File: src/hdl/epoch_to_calendar_field_assert.svh
// assertion helpers shared by the calendar field block
`ifndef EPOCH_TO_CALENDAR_FIELD_ASSERT_SVH
`define EPOCH_TO_CALENDAR_FIELD_ASSERT_SVH

// same-cycle implication, checked out of reset
`define ETCF_ASSERT_IMP(lbl, ante, cons, msg) \
  lbl: assert property (@(posedge clk_i) disable iff (!rst_ni) (ante) |-> (cons)) \
    else $error(msg);

// next-cycle implication, checked out of reset
`define ETCF_ASSERT_NXT(lbl, ante, cons, msg) \
  lbl: assert property (@(posedge clk_i) disable iff (!rst_ni) (ante) |=> (cons)) \
    else $error(msg);

`endif

File: src/hdl/etcf_pkg.sv
package etcf_pkg;

  localparam int unsigned VALUE_W   = 14;
  localparam int unsigned PIPE_DEPTH = 13;

  // supported window, 0000-01-01 00:00:00 to 9999-12-31 23:59:59
  localparam logic signed [38:0] FIRST_SECOND = -39'sd62167219200;
  localparam logic signed [38:0] LAST_SECOND  = 39'sd253402300799;
  localparam logic [38:0] EPOCH_OFFSET = 39'd62167219200;

  // reciprocals, exact over the value range at each use
  localparam logic [31:0] DAY_MAGIC  = 32'd3257812231; // /675, shift 41
  localparam logic [22:0] ERA_MAGIC  = 23'd7525902;    // /146097, shift 40
  localparam logic [22:0] WEEK_MAGIC = 23'd4793491;    // /7, shift 25
  localparam logic [17:0] MIN_MAGIC  = 18'd139811;     // /60, shift 23
  localparam logic [11:0] HOUR_MAGIC = 12'd2185;       // /60, shift 17
  localparam logic [17:0] CYC_MAGIC  = 18'd183860;     // /1460 shift 28, /365 shift 26
  localparam logic [11:0] MON_MAGIC  = 12'd3427;       // /153, shift 19
  localparam logic [9:0]  SEV_MAGIC  = 10'd586;        // /7 for small values, shift 12

  localparam logic [21:0] MARCH_SHIFT = 22'd146037;    // one era less 60 days

  localparam logic [1:0] ADDR_FIELD_SELECT = 2'd0;

  typedef enum logic [3:0] {
    FS_YEAR     = 4'd0,
    FS_MONTH    = 4'd1,
    FS_DAY      = 4'd2,
    FS_HOUR     = 4'd3,
    FS_MINUTE   = 4'd4,
    FS_SECOND   = 4'd5,
    FS_QUARTER  = 4'd6,
    FS_ISO_WEEK = 4'd7,
    FS_DOY      = 4'd8,
    FS_DOW      = 4'd9,
    FS_ISODOW   = 4'd10
  } field_sel_e;

  // days before the first of a month, january is 1
  function automatic logic [8:0] month_start(input logic [3:0] mon);
    logic [8:0] r;
    case (mon)
      4'd1:    r = 9'd0;
      4'd2:    r = 9'd31;
      4'd3:    r = 9'd59;
      4'd4:    r = 9'd90;
      4'd5:    r = 9'd120;
      4'd6:    r = 9'd151;
      4'd7:    r = 9'd181;
      4'd8:    r = 9'd212;
      4'd9:    r = 9'd243;
      4'd10:   r = 9'd273;
      4'd11:   r = 9'd304;
      4'd12:   r = 9'd334;
      default: r = 9'd0;
    endcase
    return r;
  endfunction

  // days before a month counted from march 1, march is 0
  function automatic logic [8:0] march_offset(input logic [3:0] mp);
    logic [8:0] r;
    case (mp)
      4'd0:    r = 9'd0;
      4'd1:    r = 9'd31;
      4'd2:    r = 9'd61;
      4'd3:    r = 9'd92;
      4'd4:    r = 9'd122;
      4'd5:    r = 9'd153;
      4'd6:    r = 9'd184;
      4'd7:    r = 9'd214;
      4'd8:    r = 9'd245;
      4'd9:    r = 9'd275;
      4'd10:   r = 9'd306;
      4'd11:   r = 9'd337;
      default: r = 9'd0;
    endcase
    return r;
  endfunction

  // leap rule on a year taken modulo 400, range 0..400
  function automatic logic leap_in_era(input logic [8:0] ry);
    return (ry[1:0] == 2'd0) && (ry != 9'd100) && (ry != 9'd200) && (ry != 9'd300);
  endfunction

endpackage

File: src/hdl/epoch_to_calendar_field.sv
// calendar field extractor for unix timestamps
// input stream: tdata carries the signed seconds since 1970-01-01 00:00:00 utc,
// tuser marks the value absent; one transfer per timestamp
// output stream: tdata carries the chosen field, tuser flags a null result
// (absent input, instant outside years 0..9999 or a selector above 10), value 0
// the apb register at byte address 0 picks the field: year, month, day, hour,
// minute, second, quarter, iso week, day of year, weekday (sunday 0), iso weekday
// 13 register stages: the result is held in the last stage until the receiver is
// ready; a new timestamp is taken every cycle while the output is not stalled, and
// the depth is set by the chain of reciprocal multiplies that split seconds
// into days, eras, years and months
// when the receiver stalls the whole pipeline holds and s_axis_tready drops,
// nothing is lost or repeated
// reset empties the pipeline and sets the selector to year
// the user must write the selector only while no transfer is in flight; the block does not enforce it
`include "epoch_to_calendar_field_assert.svh"

module epoch_to_calendar_field
  import etcf_pkg::*;
(
  input  logic        clk_i,
  input  logic        rst_ni,
  // apb register port
  input  logic        psel,
  input  logic        penable,
  input  logic        pwrite,
  input  logic [2:0]  paddr,
  input  logic [31:0] pwdata,
  output logic [31:0] prdata,
  output logic        pready,
  // input stream
  input  logic        s_axis_tvalid,
  output logic        s_axis_tready,
  input  logic [39:0] s_axis_tdata,  // [38:0] epoch_seconds, [39] zero fill
  input  logic        s_axis_tuser,  // [0] value_absent
  // output stream
  output logic        m_axis_tvalid,
  input  logic        m_axis_tready,
  output logic [15:0] m_axis_tdata,  // [13:0] field_value, [15:14] zero fill
  output logic        m_axis_tuser   // [0] result_null
);

  // ---------------------------------------------------------------------------
  // configuration register
  // ---------------------------------------------------------------------------
  logic [3:0] field_select_q;
  logic       cfg_write;

  assign pready    = 1'b1;
  assign cfg_write = psel && penable && pwrite && (paddr[2] == ADDR_FIELD_SELECT[0]);
  assign prdata    = (paddr[2] == ADDR_FIELD_SELECT[0]) ? {28'd0, field_select_q} : 32'd0;

  always_ff @(posedge clk_i or negedge rst_ni) begin
    if (!rst_ni) begin
      field_select_q <= FS_YEAR;
    end else if (cfg_write) begin
      field_select_q <= pwdata[3:0];
    end
  end

  // ---------------------------------------------------------------------------
  // pipeline control: every stage moves together, stalled only by the receiver
  // ---------------------------------------------------------------------------
  logic                  adv;
  logic [PIPE_DEPTH-1:0] vld_q;

  assign adv           = !vld_q[PIPE_DEPTH-1] || m_axis_tready;
  assign s_axis_tready = adv;
  assign m_axis_tvalid = vld_q[PIPE_DEPTH-1];

  always_ff @(posedge clk_i or negedge rst_ni) begin
    if (!rst_ni) begin
      vld_q <= '0;
    end else if (adv) begin
      vld_q <= {vld_q[PIPE_DEPTH-2:0], s_axis_tvalid};
    end
  end

  // ---------------------------------------------------------------------------
  // datapath stage registers
  // ---------------------------------------------------------------------------
  // input register
  logic [38:0] ep1_q;
  logic        ab1_q;
  // offset seconds and range check
  logic [38:0] t2_q;
  logic        nul2_q;
  // day count
  logic [21:0] qd3_q;
  logic [9:0]  xl3_q;
  logic [6:0]  lo3_q;
  logic        nul3_q;
  // days, march-based day count, second of day
  logic [21:0] d4_q, z4_q;
  logic [16:0] sod4_q;
  logic        nul4_q;
  // era, weekday quotient, minute of day
  logic [4:0]  era5_q;
  logic [17:0] zl5_q;
  logic [2:0]  dl5_q, wq5_q;
  logic [10:0] mt5_q;
  logic [5:0]  sl5_q;
  logic        nul5_q;
  // day of era, weekday, hour
  logic [4:0]  era6_q;
  logic [17:0] doe6_q;
  logic [2:0]  wday6_q;
  logic [5:0]  sec6_q, mtl6_q;
  logic [4:0]  hr6_q;
  logic        nul6_q;
  // corrected day of era
  logic [4:0]  era7_q;
  logic [17:0] doe7_q, n7_q;
  logic [2:0]  wday7_q;
  logic [5:0]  sec7_q, min7_q;
  logic [4:0]  hr7_q;
  logic        nul7_q;
  // year of era
  logic [8:0]  yoe8_q;
  logic [4:0]  era8_q;
  logic [17:0] doe8_q;
  logic [2:0]  wday8_q;
  logic [5:0]  sec8_q, min8_q;
  logic [4:0]  hr8_q;
  logic        nul8_q;
  // day of march-based year
  logic [8:0]  dm9_q, yoe9_q;
  logic [4:0]  era9_q;
  logic [2:0]  wday9_q;
  logic [5:0]  sec9_q, min9_q;
  logic [4:0]  hr9_q;
  logic        nul9_q;
  // march-based month
  logic [3:0]  mp10_q;
  logic [8:0]  dm10_q, yoe10_q;
  logic [4:0]  era10_q;
  logic [2:0]  wday10_q;
  logic [5:0]  sec10_q, min10_q;
  logic [4:0]  hr10_q;
  logic        nul10_q;
  // calendar date
  logic [13:0] year11_q;
  logic [3:0]  mon11_q;
  logic [4:0]  mday11_q;
  logic [8:0]  yday11_q;
  logic [2:0]  qtr11_q, wday11_q, isow11_q;
  logic        lc11_q, lp11_q;
  logic [5:0]  sec11_q, min11_q;
  logic [4:0]  hr11_q;
  logic        nul11_q;
  // raw iso week and day of year less one, modulo 7
  logic [5:0]  wkr12_q;
  logic [2:0]  rem12_q;
  logic [13:0] year12_q;
  logic [3:0]  mon12_q;
  logic [4:0]  mday12_q;
  logic [8:0]  yday12_q;
  logic [2:0]  qtr12_q, wday12_q, isow12_q;
  logic        lc12_q, lp12_q;
  logic [5:0]  sec12_q, min12_q;
  logic [4:0]  hr12_q;
  logic        nul12_q;
  // result register
  logic [13:0] val_q;
  logic        nul_q;

  // ---------------------------------------------------------------------------
  // combinational work between stages
  // ---------------------------------------------------------------------------
  // stage 2: window check and shift to seconds since 0000-01-01
  logic [38:0] t2_d;
  logic        nul2_d;
  assign t2_d   = ep1_q + EPOCH_OFFSET;
  assign nul2_d = ab1_q || (signed'(ep1_q) < FIRST_SECOND) || (signed'(ep1_q) > LAST_SECOND);

  // stage 3: days = (t >> 7) / 675, since 86400 = 128 * 675
  logic [63:0] day_prod;
  assign day_prod = 64'(t2_q[38:7]) * 64'(DAY_MAGIC);

  // stage 4: remainder rebuilds the second of day
  logic [31:0] rem_prod;
  logic [9:0]  r4_d;
  assign rem_prod = 32'(qd3_q) * 32'd675;
  assign r4_d     = xl3_q - rem_prod[9:0];

  // stage 5: era, week quotient and minute of day
  logic [44:0] era_prod, wk_prod;
  logic [21:0] dd5;
  logic [34:0] mt_prod;
  assign era_prod = 45'(z4_q) * 45'(ERA_MAGIC);
  assign dd5      = d4_q + 22'd6;      // 0000-01-01 was a saturday
  assign wk_prod  = 45'(dd5) * 45'(WEEK_MAGIC);
  assign mt_prod  = 35'(sod4_q) * 35'(MIN_MAGIC);

  // stage 6: remainders, all known to fit their narrow widths
  logic [22:0] era_off;
  logic [2:0]  wq7;
  logic [16:0] sec_off;
  logic [22:0] hr_prod;
  assign era_off = 23'(era5_q) * 23'd146097;
  assign wq7     = wq5_q * 3'd7;
  assign sec_off = 17'(mt5_q) * 17'd60;
  assign hr_prod = 23'(mt5_q) * 23'(HOUR_MAGIC);

  // stage 7: doe - doe/1460 + doe/36524 - doe/146096
  logic [35:0] cyc_prod;
  logic [2:0]  b7;
  logic        c7;
  logic [10:0] min_off;
  assign cyc_prod = 36'(doe6_q) * 36'(CYC_MAGIC);
  assign b7 = 3'(doe6_q >= 18'd36524) + 3'(doe6_q >= 18'd73048)
            + 3'(doe6_q >= 18'd109572) + 3'(doe6_q >= 18'd146096);
  assign c7      = (doe6_q == 18'd146096);
  assign min_off = 11'(hr6_q) * 11'd60;

  // stage 8: year of era
  logic [35:0] yoe_prod;
  assign yoe_prod = 36'(n7_q) * 36'(CYC_MAGIC);

  // stage 9: day within the march-based year
  logic [1:0]  y100;
  logic [17:0] base9, dm_full;
  assign y100    = 2'(yoe8_q >= 9'd100) + 2'(yoe8_q >= 9'd200) + 2'(yoe8_q >= 9'd300);
  assign base9   = 18'(yoe8_q) * 18'd365 + 18'(yoe8_q[8:2]) - 18'(y100);
  assign dm_full = doe8_q - base9;

  // stage 10: march-based month
  logic [10:0] num10;
  logic [22:0] mp_prod;
  assign num10   = 11'(dm9_q) * 11'd5 + 11'd2;
  assign mp_prod = 23'(num10) * 23'(MON_MAGIC);

  // stage 11: calendar date
  logic [8:0] mday_full, ry11, rp11, yday_d;
  logic [3:0] mon_d;
  logic [4:0] mday_d;
  logic       carry11, lc_d;
  logic [2:0] qtr_d, isow_d;
  logic [13:0] year_d;
  assign mday_full = dm10_q - march_offset(mp10_q) + 9'd1;
  assign mday_d    = mday_full[4:0];
  assign carry11   = (mp10_q >= 4'd10);            // january and february
  assign mon_d     = carry11 ? (mp10_q - 4'd9) : (mp10_q + 4'd3);
  assign ry11      = yoe10_q + 9'(carry11);
  assign rp11      = ry11 - 9'd1;                  // zero wraps to a non-leap code
  assign lc_d      = leap_in_era(ry11);
  assign year_d    = 14'(ry11) + 14'(era10_q) * 14'd400 - 14'd400;
  assign yday_d    = month_start(mon_d) + 9'(mday_d) + 9'((mon_d > 4'd2) && lc_d);
  assign qtr_d     = (mon_d <= 4'd3) ? 3'd1 : (mon_d <= 4'd6) ? 3'd2 :
                     (mon_d <= 4'd9) ? 3'd3 : 3'd4;
  assign isow_d    = (wday10_q == 3'd0) ? 3'd7 : wday10_q;

  // stage 12: raw iso week and weekday of january 1 helper
  logic [8:0]  s12, y1_12;
  logic [18:0] wkr_prod, q_prod;
  logic [5:0]  q12;
  logic [2:0]  q7_12;
  assign s12      = yday11_q + 9'd10 - 9'(isow11_q);
  assign wkr_prod = 19'(s12) * 19'(SEV_MAGIC);
  assign y1_12    = yday11_q - 9'd1;
  assign q_prod   = 19'(y1_12) * 19'(SEV_MAGIC);
  assign q12      = q_prod[17:12];
  assign q7_12    = q12[2:0] * 3'd7;

  // stage 13: iso week at year edges and field selection
  logic [3:0]  jsum;
  logic [2:0]  jan1;
  logic        cur53, prev53;
  logic [5:0]  wk_last, wk_final;
  logic [13:0] val_d;
  logic        nul_d;
  assign jsum    = 4'(wday12_q) + 4'd7 - 4'(rem12_q);
  assign jan1    = (jsum >= 4'd7) ? 3'(jsum - 4'd7) : jsum[2:0];
  // 53 weeks when january 1 is a thursday, or a wednesday in a leap year
  assign cur53   = (jan1 == 3'd4) || (lc12_q && (jan1 == 3'd3));
  // previous year, seen from the weekday of this january 1
  assign prev53  = (jan1 == 3'd5) || (lp12_q && (jan1 == 3'd6));
  assign wk_last = cur53 ? 6'd53 : 6'd52;
  assign wk_final = (wkr12_q == 6'd0) ? (prev53 ? 6'd53 : 6'd52) :
                    (wkr12_q > wk_last) ? 6'd1 : wkr12_q;

  always_comb begin
    val_d = '0;
    nul_d = nul12_q;
    case (field_select_q)
      FS_YEAR:     val_d = year12_q;
      FS_MONTH:    val_d = 14'(mon12_q);
      FS_DAY:      val_d = 14'(mday12_q);
      FS_HOUR:     val_d = 14'(hr12_q);
      FS_MINUTE:   val_d = 14'(min12_q);
      FS_SECOND:   val_d = 14'(sec12_q);
      FS_QUARTER:  val_d = 14'(qtr12_q);
      FS_ISO_WEEK: val_d = 14'(wk_final);
      FS_DOY:      val_d = 14'(yday12_q);
      FS_DOW:      val_d = 14'(wday12_q);
      FS_ISODOW:   val_d = 14'(isow12_q);
      default:     nul_d = 1'b1;           // selector without meaning
    endcase
    if (nul_d) begin
      val_d = '0;
    end
  end

  // ---------------------------------------------------------------------------
  // payload registers, no reset needed
  // ---------------------------------------------------------------------------
  always_ff @(posedge clk_i) begin
    if (adv) begin
      ep1_q  <= s_axis_tdata[38:0];
      ab1_q  <= s_axis_tuser;

      t2_q   <= t2_d;
      nul2_q <= nul2_d;

      qd3_q  <= day_prod[62:41];
      xl3_q  <= t2_q[16:7];
      lo3_q  <= t2_q[6:0];
      nul3_q <= nul2_q;

      d4_q   <= qd3_q;
      z4_q   <= qd3_q + MARCH_SHIFT;
      sod4_q <= {r4_d, lo3_q};
      nul4_q <= nul3_q;

      era5_q <= era_prod[44:40];
      zl5_q  <= z4_q[17:0];
      dl5_q  <= dd5[2:0];
      wq5_q  <= wk_prod[27:25];
      mt5_q  <= mt_prod[33:23];
      sl5_q  <= sod4_q[5:0];
      nul5_q <= nul4_q;

      era6_q  <= era5_q;
      doe6_q  <= zl5_q - era_off[17:0];
      wday6_q <= dl5_q - wq7;
      sec6_q  <= sl5_q - sec_off[5:0];
      hr6_q   <= hr_prod[21:17];
      mtl6_q  <= mt5_q[5:0];
      nul6_q  <= nul5_q;

      era7_q  <= era6_q;
      doe7_q  <= doe6_q;
      n7_q    <= doe6_q - 18'(cyc_prod[34:28]) + 18'(b7) - 18'(c7);
      wday7_q <= wday6_q;
      sec7_q  <= sec6_q;
      min7_q  <= mtl6_q - min_off[5:0];
      hr7_q   <= hr6_q;
      nul7_q  <= nul6_q;

      yoe8_q  <= yoe_prod[34:26];
      era8_q  <= era7_q;
      doe8_q  <= doe7_q;
      wday8_q <= wday7_q;
      sec8_q  <= sec7_q;
      min8_q  <= min7_q;
      hr8_q   <= hr7_q;
      nul8_q  <= nul7_q;

      dm9_q   <= dm_full[8:0];
      yoe9_q  <= yoe8_q;
      era9_q  <= era8_q;
      wday9_q <= wday8_q;
      sec9_q  <= sec8_q;
      min9_q  <= min8_q;
      hr9_q   <= hr8_q;
      nul9_q  <= nul8_q;

      mp10_q   <= mp_prod[22:19];
      dm10_q   <= dm9_q;
      yoe10_q  <= yoe9_q;
      era10_q  <= era9_q;
      wday10_q <= wday9_q;
      sec10_q  <= sec9_q;
      min10_q  <= min9_q;
      hr10_q   <= hr9_q;
      nul10_q  <= nul9_q;

      year11_q <= year_d;
      mon11_q  <= mon_d;
      mday11_q <= mday_d;
      yday11_q <= yday_d;
      qtr11_q  <= qtr_d;
      lc11_q   <= lc_d;
      lp11_q   <= leap_in_era(rp11);
      wday11_q <= wday10_q;
      isow11_q <= isow_d;
      sec11_q  <= sec10_q;
      min11_q  <= min10_q;
      hr11_q   <= hr10_q;
      nul11_q  <= nul10_q;

      wkr12_q  <= wkr_prod[17:12];
      rem12_q  <= y1_12[2:0] - q7_12;
      year12_q <= year11_q;
      mon12_q  <= mon11_q;
      mday12_q <= mday11_q;
      yday12_q <= yday11_q;
      qtr12_q  <= qtr11_q;
      lc12_q   <= lc11_q;
      lp12_q   <= lp11_q;
      wday12_q <= wday11_q;
      isow12_q <= isow11_q;
      sec12_q  <= sec11_q;
      min12_q  <= min11_q;
      hr12_q   <= hr11_q;
      nul12_q  <= nul11_q;

      val_q <= val_d;
      nul_q <= nul_d;
    end
  end

  assign m_axis_tdata = {2'b00, val_q};
  assign m_axis_tuser = nul_q;

  // ---------------------------------------------------------------------------
  // assertions
  // ---------------------------------------------------------------------------
  `ETCF_ASSERT_IMP(a_null_zero, m_axis_tvalid && m_axis_tuser,
                   m_axis_tdata == 16'd0, "null result carries a nonzero value")
  `ETCF_ASSERT_IMP(a_stall_blocks_input, m_axis_tvalid && !m_axis_tready,
                   !s_axis_tready, "input taken while the result is stalled")
  `ETCF_ASSERT_IMP(a_month_range,
                   m_axis_tvalid && !m_axis_tuser && (field_select_q == FS_MONTH),
                   (val_q >= 14'd1) && (val_q <= 14'd12), "month out of range")
  `ETCF_ASSERT_IMP(a_week_range,
                   m_axis_tvalid && !m_axis_tuser && (field_select_q == FS_ISO_WEEK),
                   (val_q >= 14'd1) && (val_q <= 14'd53), "iso week out of range")
  `ETCF_ASSERT_NXT(a_cfg_write, cfg_write,
                   field_select_q == $past(pwdata[3:0]), "selector write lost")

endmodule
File: config.mk
export PLATFORM = sky130hd
export DESIGN_NAME = epoch_to_calendar_field
export DESIGN_NICKNAME = d
export VERILOG_FILES = /design/src/hdl/etcf_pkg.sv /design/src/hdl/epoch_to_calendar_field.sv
export VERILOG_INCLUDE_DIRS = /design/src /design/src/hdl
export SDC_FILE = /design/constraint.sdc
export NUM_CORES = 2
export LEC_CHECK = 0
export ABC_AREA = 1
export BUFFER_PORTS_ARGS = -buffer_cell sky130_fd_sc_hd__clkbuf_2
export CAP_MARGIN = 0
export CELL_PAD_IN_SITES_DETAIL_PLACEMENT = 0
export CELL_PAD_IN_SITES_GLOBAL_PLACEMENT = 2
export CORE_MARGIN = 4
export CORE_UTILIZATION = 44
export CTS_BUF_LIST = sky130_fd_sc_hd__clkbuf_8
export CTS_CLUSTER_DIAMETER = 120
export DETAILED_ROUTE_END_ITERATION = 8
export MAX_ROUTING_LAYER = met4
export PLACE_DENSITY_LB_ADDON = 0.3
export RECOVER_POWER = 50
export SLEW_MARGIN = 30
export SYNTH_ARGS = -nofsm -noshare
export SYNTH_HDL_FRONTEND = slang
export SYNTH_SLANG_ARGS = --single-unit
File: constraint.sdc
create_clock -name clk_i -period 33.6 [get_ports clk_i]
set_clock_uncertainty 0.05 [all_clocks]
set_input_delay 6.72 -clock clk_i [delete_from_list [all_inputs] [get_ports clk_i]]
set_output_delay 6.72 -clock clk_i [all_outputs]
set_load 0.1 [all_outputs]
* Yosys cells after proc, flatten, opt, wreduce, memory -nomap -nowiden *
Memories as Yosys holds them, arrays and structs flattened. A register that Yosys moved wholly into a read port is not among the register bits.
Index checks and enable logic that the tools add are counted.

word-level totals
  bits in registers = 621
  ROM bits = 288
  bits of input ports = 83
  word-level logic and storage cells = 225
  memories = 2

operators by class
  add/sub/neg operators = 37
  $mul = 19
  magnitude comparators = 16
  equality and inequality tests = 21
  muxes and demuxes = 12
  bitwise operators = 1
  reductions and logical operators = 25

memory list
  memory           depth  bits a word  read ports  clocked after Yosys merged registers in  write ports  RTL line        source
  (no name shown)  16     9            1           0                                        0            etcf_pkg.sv:42  case (mon)
  (no name shown)  16     9            1           1                                        0            etcf_pkg.sv:63  case (mp)

operators by type and width
  cell                                                                 count
  one-hot mux 14 bit (11 select lines)                                 1
  multiplier 18 x 16 -> 33 bit, second input constant                  2
  multiplier 32 x 32 -> 63 bit, second input constant                  1
  multiplier 22 x 22 -> 44 bit, second input constant                  1
  adder 39 x 36 -> 39 bit, second input constant                       1
  greater-than comparator 39 bit, second input constant                1
  less-than comparator 39 x 37 -> 1 bit, second input constant         1
  greater-or-equal comparator 18 x 17 -> 1 bit, second input constant  2
  multiplier 17 x 18 -> 34 bit, second input constant                  1
  multiplier 22 x 23 -> 28 bit, second input constant                  1
  multiplier 11 x 12 -> 23 bit, second input constant                  1
  adder 22 x 18 -> 22 bit, second input constant                       1
  adder 22 x 3 -> 22 bit, second input constant                        1
  multiplier 11 x 12 -> 22 bit, second input constant                  1
  multiplier 22 x 10 -> 10 bit, second input constant                  1
  adder 18 x 3 -> 18 bit                                               1
  adder 9 x 1 -> 9 bit                                                 2
  == test 18 bit, second input constant                                1
  greater-or-equal comparator 18 x 16 -> 1 bit, second input constant  1
  greater-or-equal comparator 18 bit, second input constant            1
  multiplier 5 x 18 -> 18 bit, second input constant                   1
  != test 9 x 7 -> 1 bit, second input constant                        2
  != test 9 x 8 -> 1 bit, second input constant                        2
  != test 9 bit, second input constant                                 2
  66 further kinds                                                     101

* Longest topological paths before layout *
  word-level depth = 12
  depth in mapped cells = 40
  depth with buffers taken out = 40

* Worst setup path before layout *
Ideal clock, no wire load.

  kind = input-to-output
  start = input port m_axis_tready
  end = output port s_axis_tready
  data arrival time = 24.181 ns
  path slack = 2.649 ns
  stages = 4
  path buffers = 2
  cells stage by stage = nor2_1 > inv_1 > buf_2 > buf_1

between the ends
  cells in the longest elaborated chain, start to end = 1

RTL lines
  what              RTL line                       source
  from (decl)       epoch_to_calendar_field.sv:38  input logic m_axis_tready,
  logical OR 1 bit  epoch_to_calendar_field.sv:67  assign adv = !vld_q[PIPE_DEPTH-1] || m_axis_tready;
  to (decl)         epoch_to_calendar_field.sv:33  output logic s_axis_tready,

No other way between the ends.

* Worst setup path in the final report *
Same ends and word-level chain as after synthesis.

==> flow_summary.ini <==
[global_routing]
grt_first_pass_wirelength_mm = 311
grt_max_degree = 87
antenna_found_initial = 7
grt_usage_pct = 21.7
grt_pass1_vias = 56985
overflow = 0

[clock_network]
cts_tree = yes
cts.sinks = 626
cts_root_buffer = clkbuf_8
cts-buffers-inserted = 106
post-cts-setup-buffer-count = 0
clkTransAtPathRegs_ps = 70
cts_hold_buf = 0
post_cts_resize_count = 0
cts_buffer_depth = 3
htree_levels = 3
clock_latency_ps = 860

[floorplanning]
die_y_um = 434
die_area_um2 = 189000
placement_rows = 156
start_util_pct = 44.2
io_pins = 135
die_w_um = 434
design.core.area_um2 = 181000

[worst_setup_path]
path_common_cell = clkbuf_2
path_cells = clkbuf_2, nor2_2, clkbuf_1, clkinvlp_2, clkbuf_2
r2r_slack_ps = 24470
critPathMaxStageDelay_ps = 3170
cp_max_fo = 76
crit_path_end_kind = primary output
r2r-start = doe6_q[12]$_DFFE_PN_
worstPathRequired_ps = 26830
timing.rr.end = n7_q[16]$_DFFE_PN_
ff2ff_path_depth = 29
arrival_ps = 12080
slowest_stage = clkinvlp_2
worstSetupStartpointType = input port
crit_type = input port to primary output

[drt]
vias = 53427
postRouteAntennaNets = 0
dr.first_iter.drc_count = 2471
routedWlPerCell_um = 17.5
drt_wl_total_mm = 191
drt_first_pass_iters = 5
viasPerCell = 4.91
drc = 0

[yosys]
netlist_instances = 8224
synth_async_sr_flop_share_pct = 2.72
ys_seq_elements = 626
synth_seq_area_share_pct = 23.3
synth_flop_cell = edfxtp_1
synth.cell_area_um2 = 80000
yosysWarnings = 0
syn_avg_cell_area_um2 = 9.72
synth_edf_count = 604
yosysUniqueCellTypes = 63

[timing]
tns_ps = 0
hold_viol_final = 0
maxSlewViolCount = 92
post-route-min-period_ps = 18850
post-route-period-util_pct = 56.1
setup_viol = 0
fin_ws_ps = 14750
tightest_slew_ps = 3510
slew_headroom_pct = -135
max_freq_mhz = 53.0
rsz0062_at_grt = false

[run_status]
status = finished with violations
violations = max-capacitance violations, max-slew violations

[hold_path]
min_path_cells = 0
hp-class = flip-flop to flip-flop
holdPathEnd = wday10_q[1]$_DFFE_PN_
hold_start = wday9_q[1]$_DFFE_PN_

[cells_and_area]
fin_nets = 11026
final-seq-area_um2 = 18700
multiInputGateArea_um2 = 53200
final_common_cell = inv_1
final_cell_mix = inv_1, ha_1, nand2_1
fillerInstances = 17300
drive_gt1_share_pct = 3.34
areaGrowthSynthToFinish_pct = 6.80

[placed_design]
numPortBuffers = 72
place_hpwl_mm = 166
gp_congestion = 0.925
pre_cts_ws_ps = 18670

[flow_run]
drv_cap = 2
==> worst max-delay path: cells and delay by family <==
kind                   cells  cell delay (ps)
buffers and inverters      4             5200
AND/OR/NAND/NOR            1               80
==> final cells by class <==
cell class                      instances  share of cell area [%]
Inverter                             2083                    9.16
Clock buffer                          106                    1.71
Antenna cell                            3                 0.00879
Clock inverter                         94                   0.900
Tap cell                             2370                    3.47
Sequential cell                       626                    21.9
Multi-Input combinational cell       5502                    62.3
Timing Repair Buffer                   94                   0.566
==> registers in the layout (all words and copies together), names as in the netlist, 14 cells and up, named ones only <==
name,cells
sod4_q,17
d4_q,22
t2_q,39
zl5_q,18
z4_q,22
year11_q,14
year12_q,14
ep1_q,39
val_q,14
doe6_q,18
qd3_q,22
n7_q,18
==> cells by family (layout without fill, tap and decap cells) <==
logic type	count (synthesis)	count (layout)	share of synthesized area, %
xor gates and xnor gates	240	240	2.65
adders and majority gates	2530	2530	48.2
DFF	626	626	23.3
buffers and inverters	2125	2377	10.1
other	2	34	0.00939
and+or+nand+nor	1959	1959	10.3
AOI/OAI and AO/OA	742	742	5.30
==> metrics by stage <==
step	util [%]	hold WS, ps	cells	area, um^2
finish	47.2	314	10878	85400
global route	47.2	313	10878	85400
CTS	47.3	310	10875	85500
detailed placement	46.1	355	10675	83300
global placement	46.1	350	10675	83300
floorplan	-	350	8253	80100
==> how the worst max path moves through the flow <==
stage | cells past startpoint | endpoint | startpoint | slack (ps)
floorplan | 4 | s_axis_tready | m_axis_tready | 2650
global placement | 5 | s_axis_tready | m_axis_tready | 18680
detailed placement | 5 | s_axis_tready | m_axis_tready | 18670
CTS | 5 | s_axis_tready | m_axis_tready | 18670
global route | 5 | s_axis_tready | m_axis_tready | 14190
finish | 5 | s_axis_tready | m_axis_tready | 14750
==> per-layer routing <==
layer | global-route usage (%) | up-vias | wire [um]
met4 | 4.71 | 0 | 4170
met3 | 2.20 | 201 | 5990
met1 | 28.0 | 25897 | 86200
li1 | - | 26602 | -
met5 | - | - | 0
met2 | 37.1 | 727 | 94200
==> synth_stat cells (16+ instances only) <==
master | n | area share, %
o21a_1 | 20 | 0.19
fa_1 | 919 | 23
nor3_1 | 62 | 0.39
nand4_1 | 65 | 0.51
edfxtp_1 | 604 | 23
xor2_1 | 142 | 1.6
nand2_1 | 1074 | 5.0
dfrtp_1 | 17 | 0.53
nor4_1 | 31 | 0.24
a21o_1 | 33 | 0.31
ha_1 | 1611 | 25
a21oi_1 | 346 | 2.2
o21bai_1 | 44 | 0.41
nand3_1 | 237 | 1.5
nor2_1 | 406 | 1.9
inv_1 | 2076 | 9.7
xnor2_1 | 96 | 1.1
o21ai_0 | 189 | 1.2
a31oi_1 | 26 | 0.20
nand2_2 | 16 | 0.13
buf_4 | 32 | 0.30
Power is left out: the tool's default activity adds up to more than one toggle a clock period on the data nets, which glitch-free logic cannot reach.
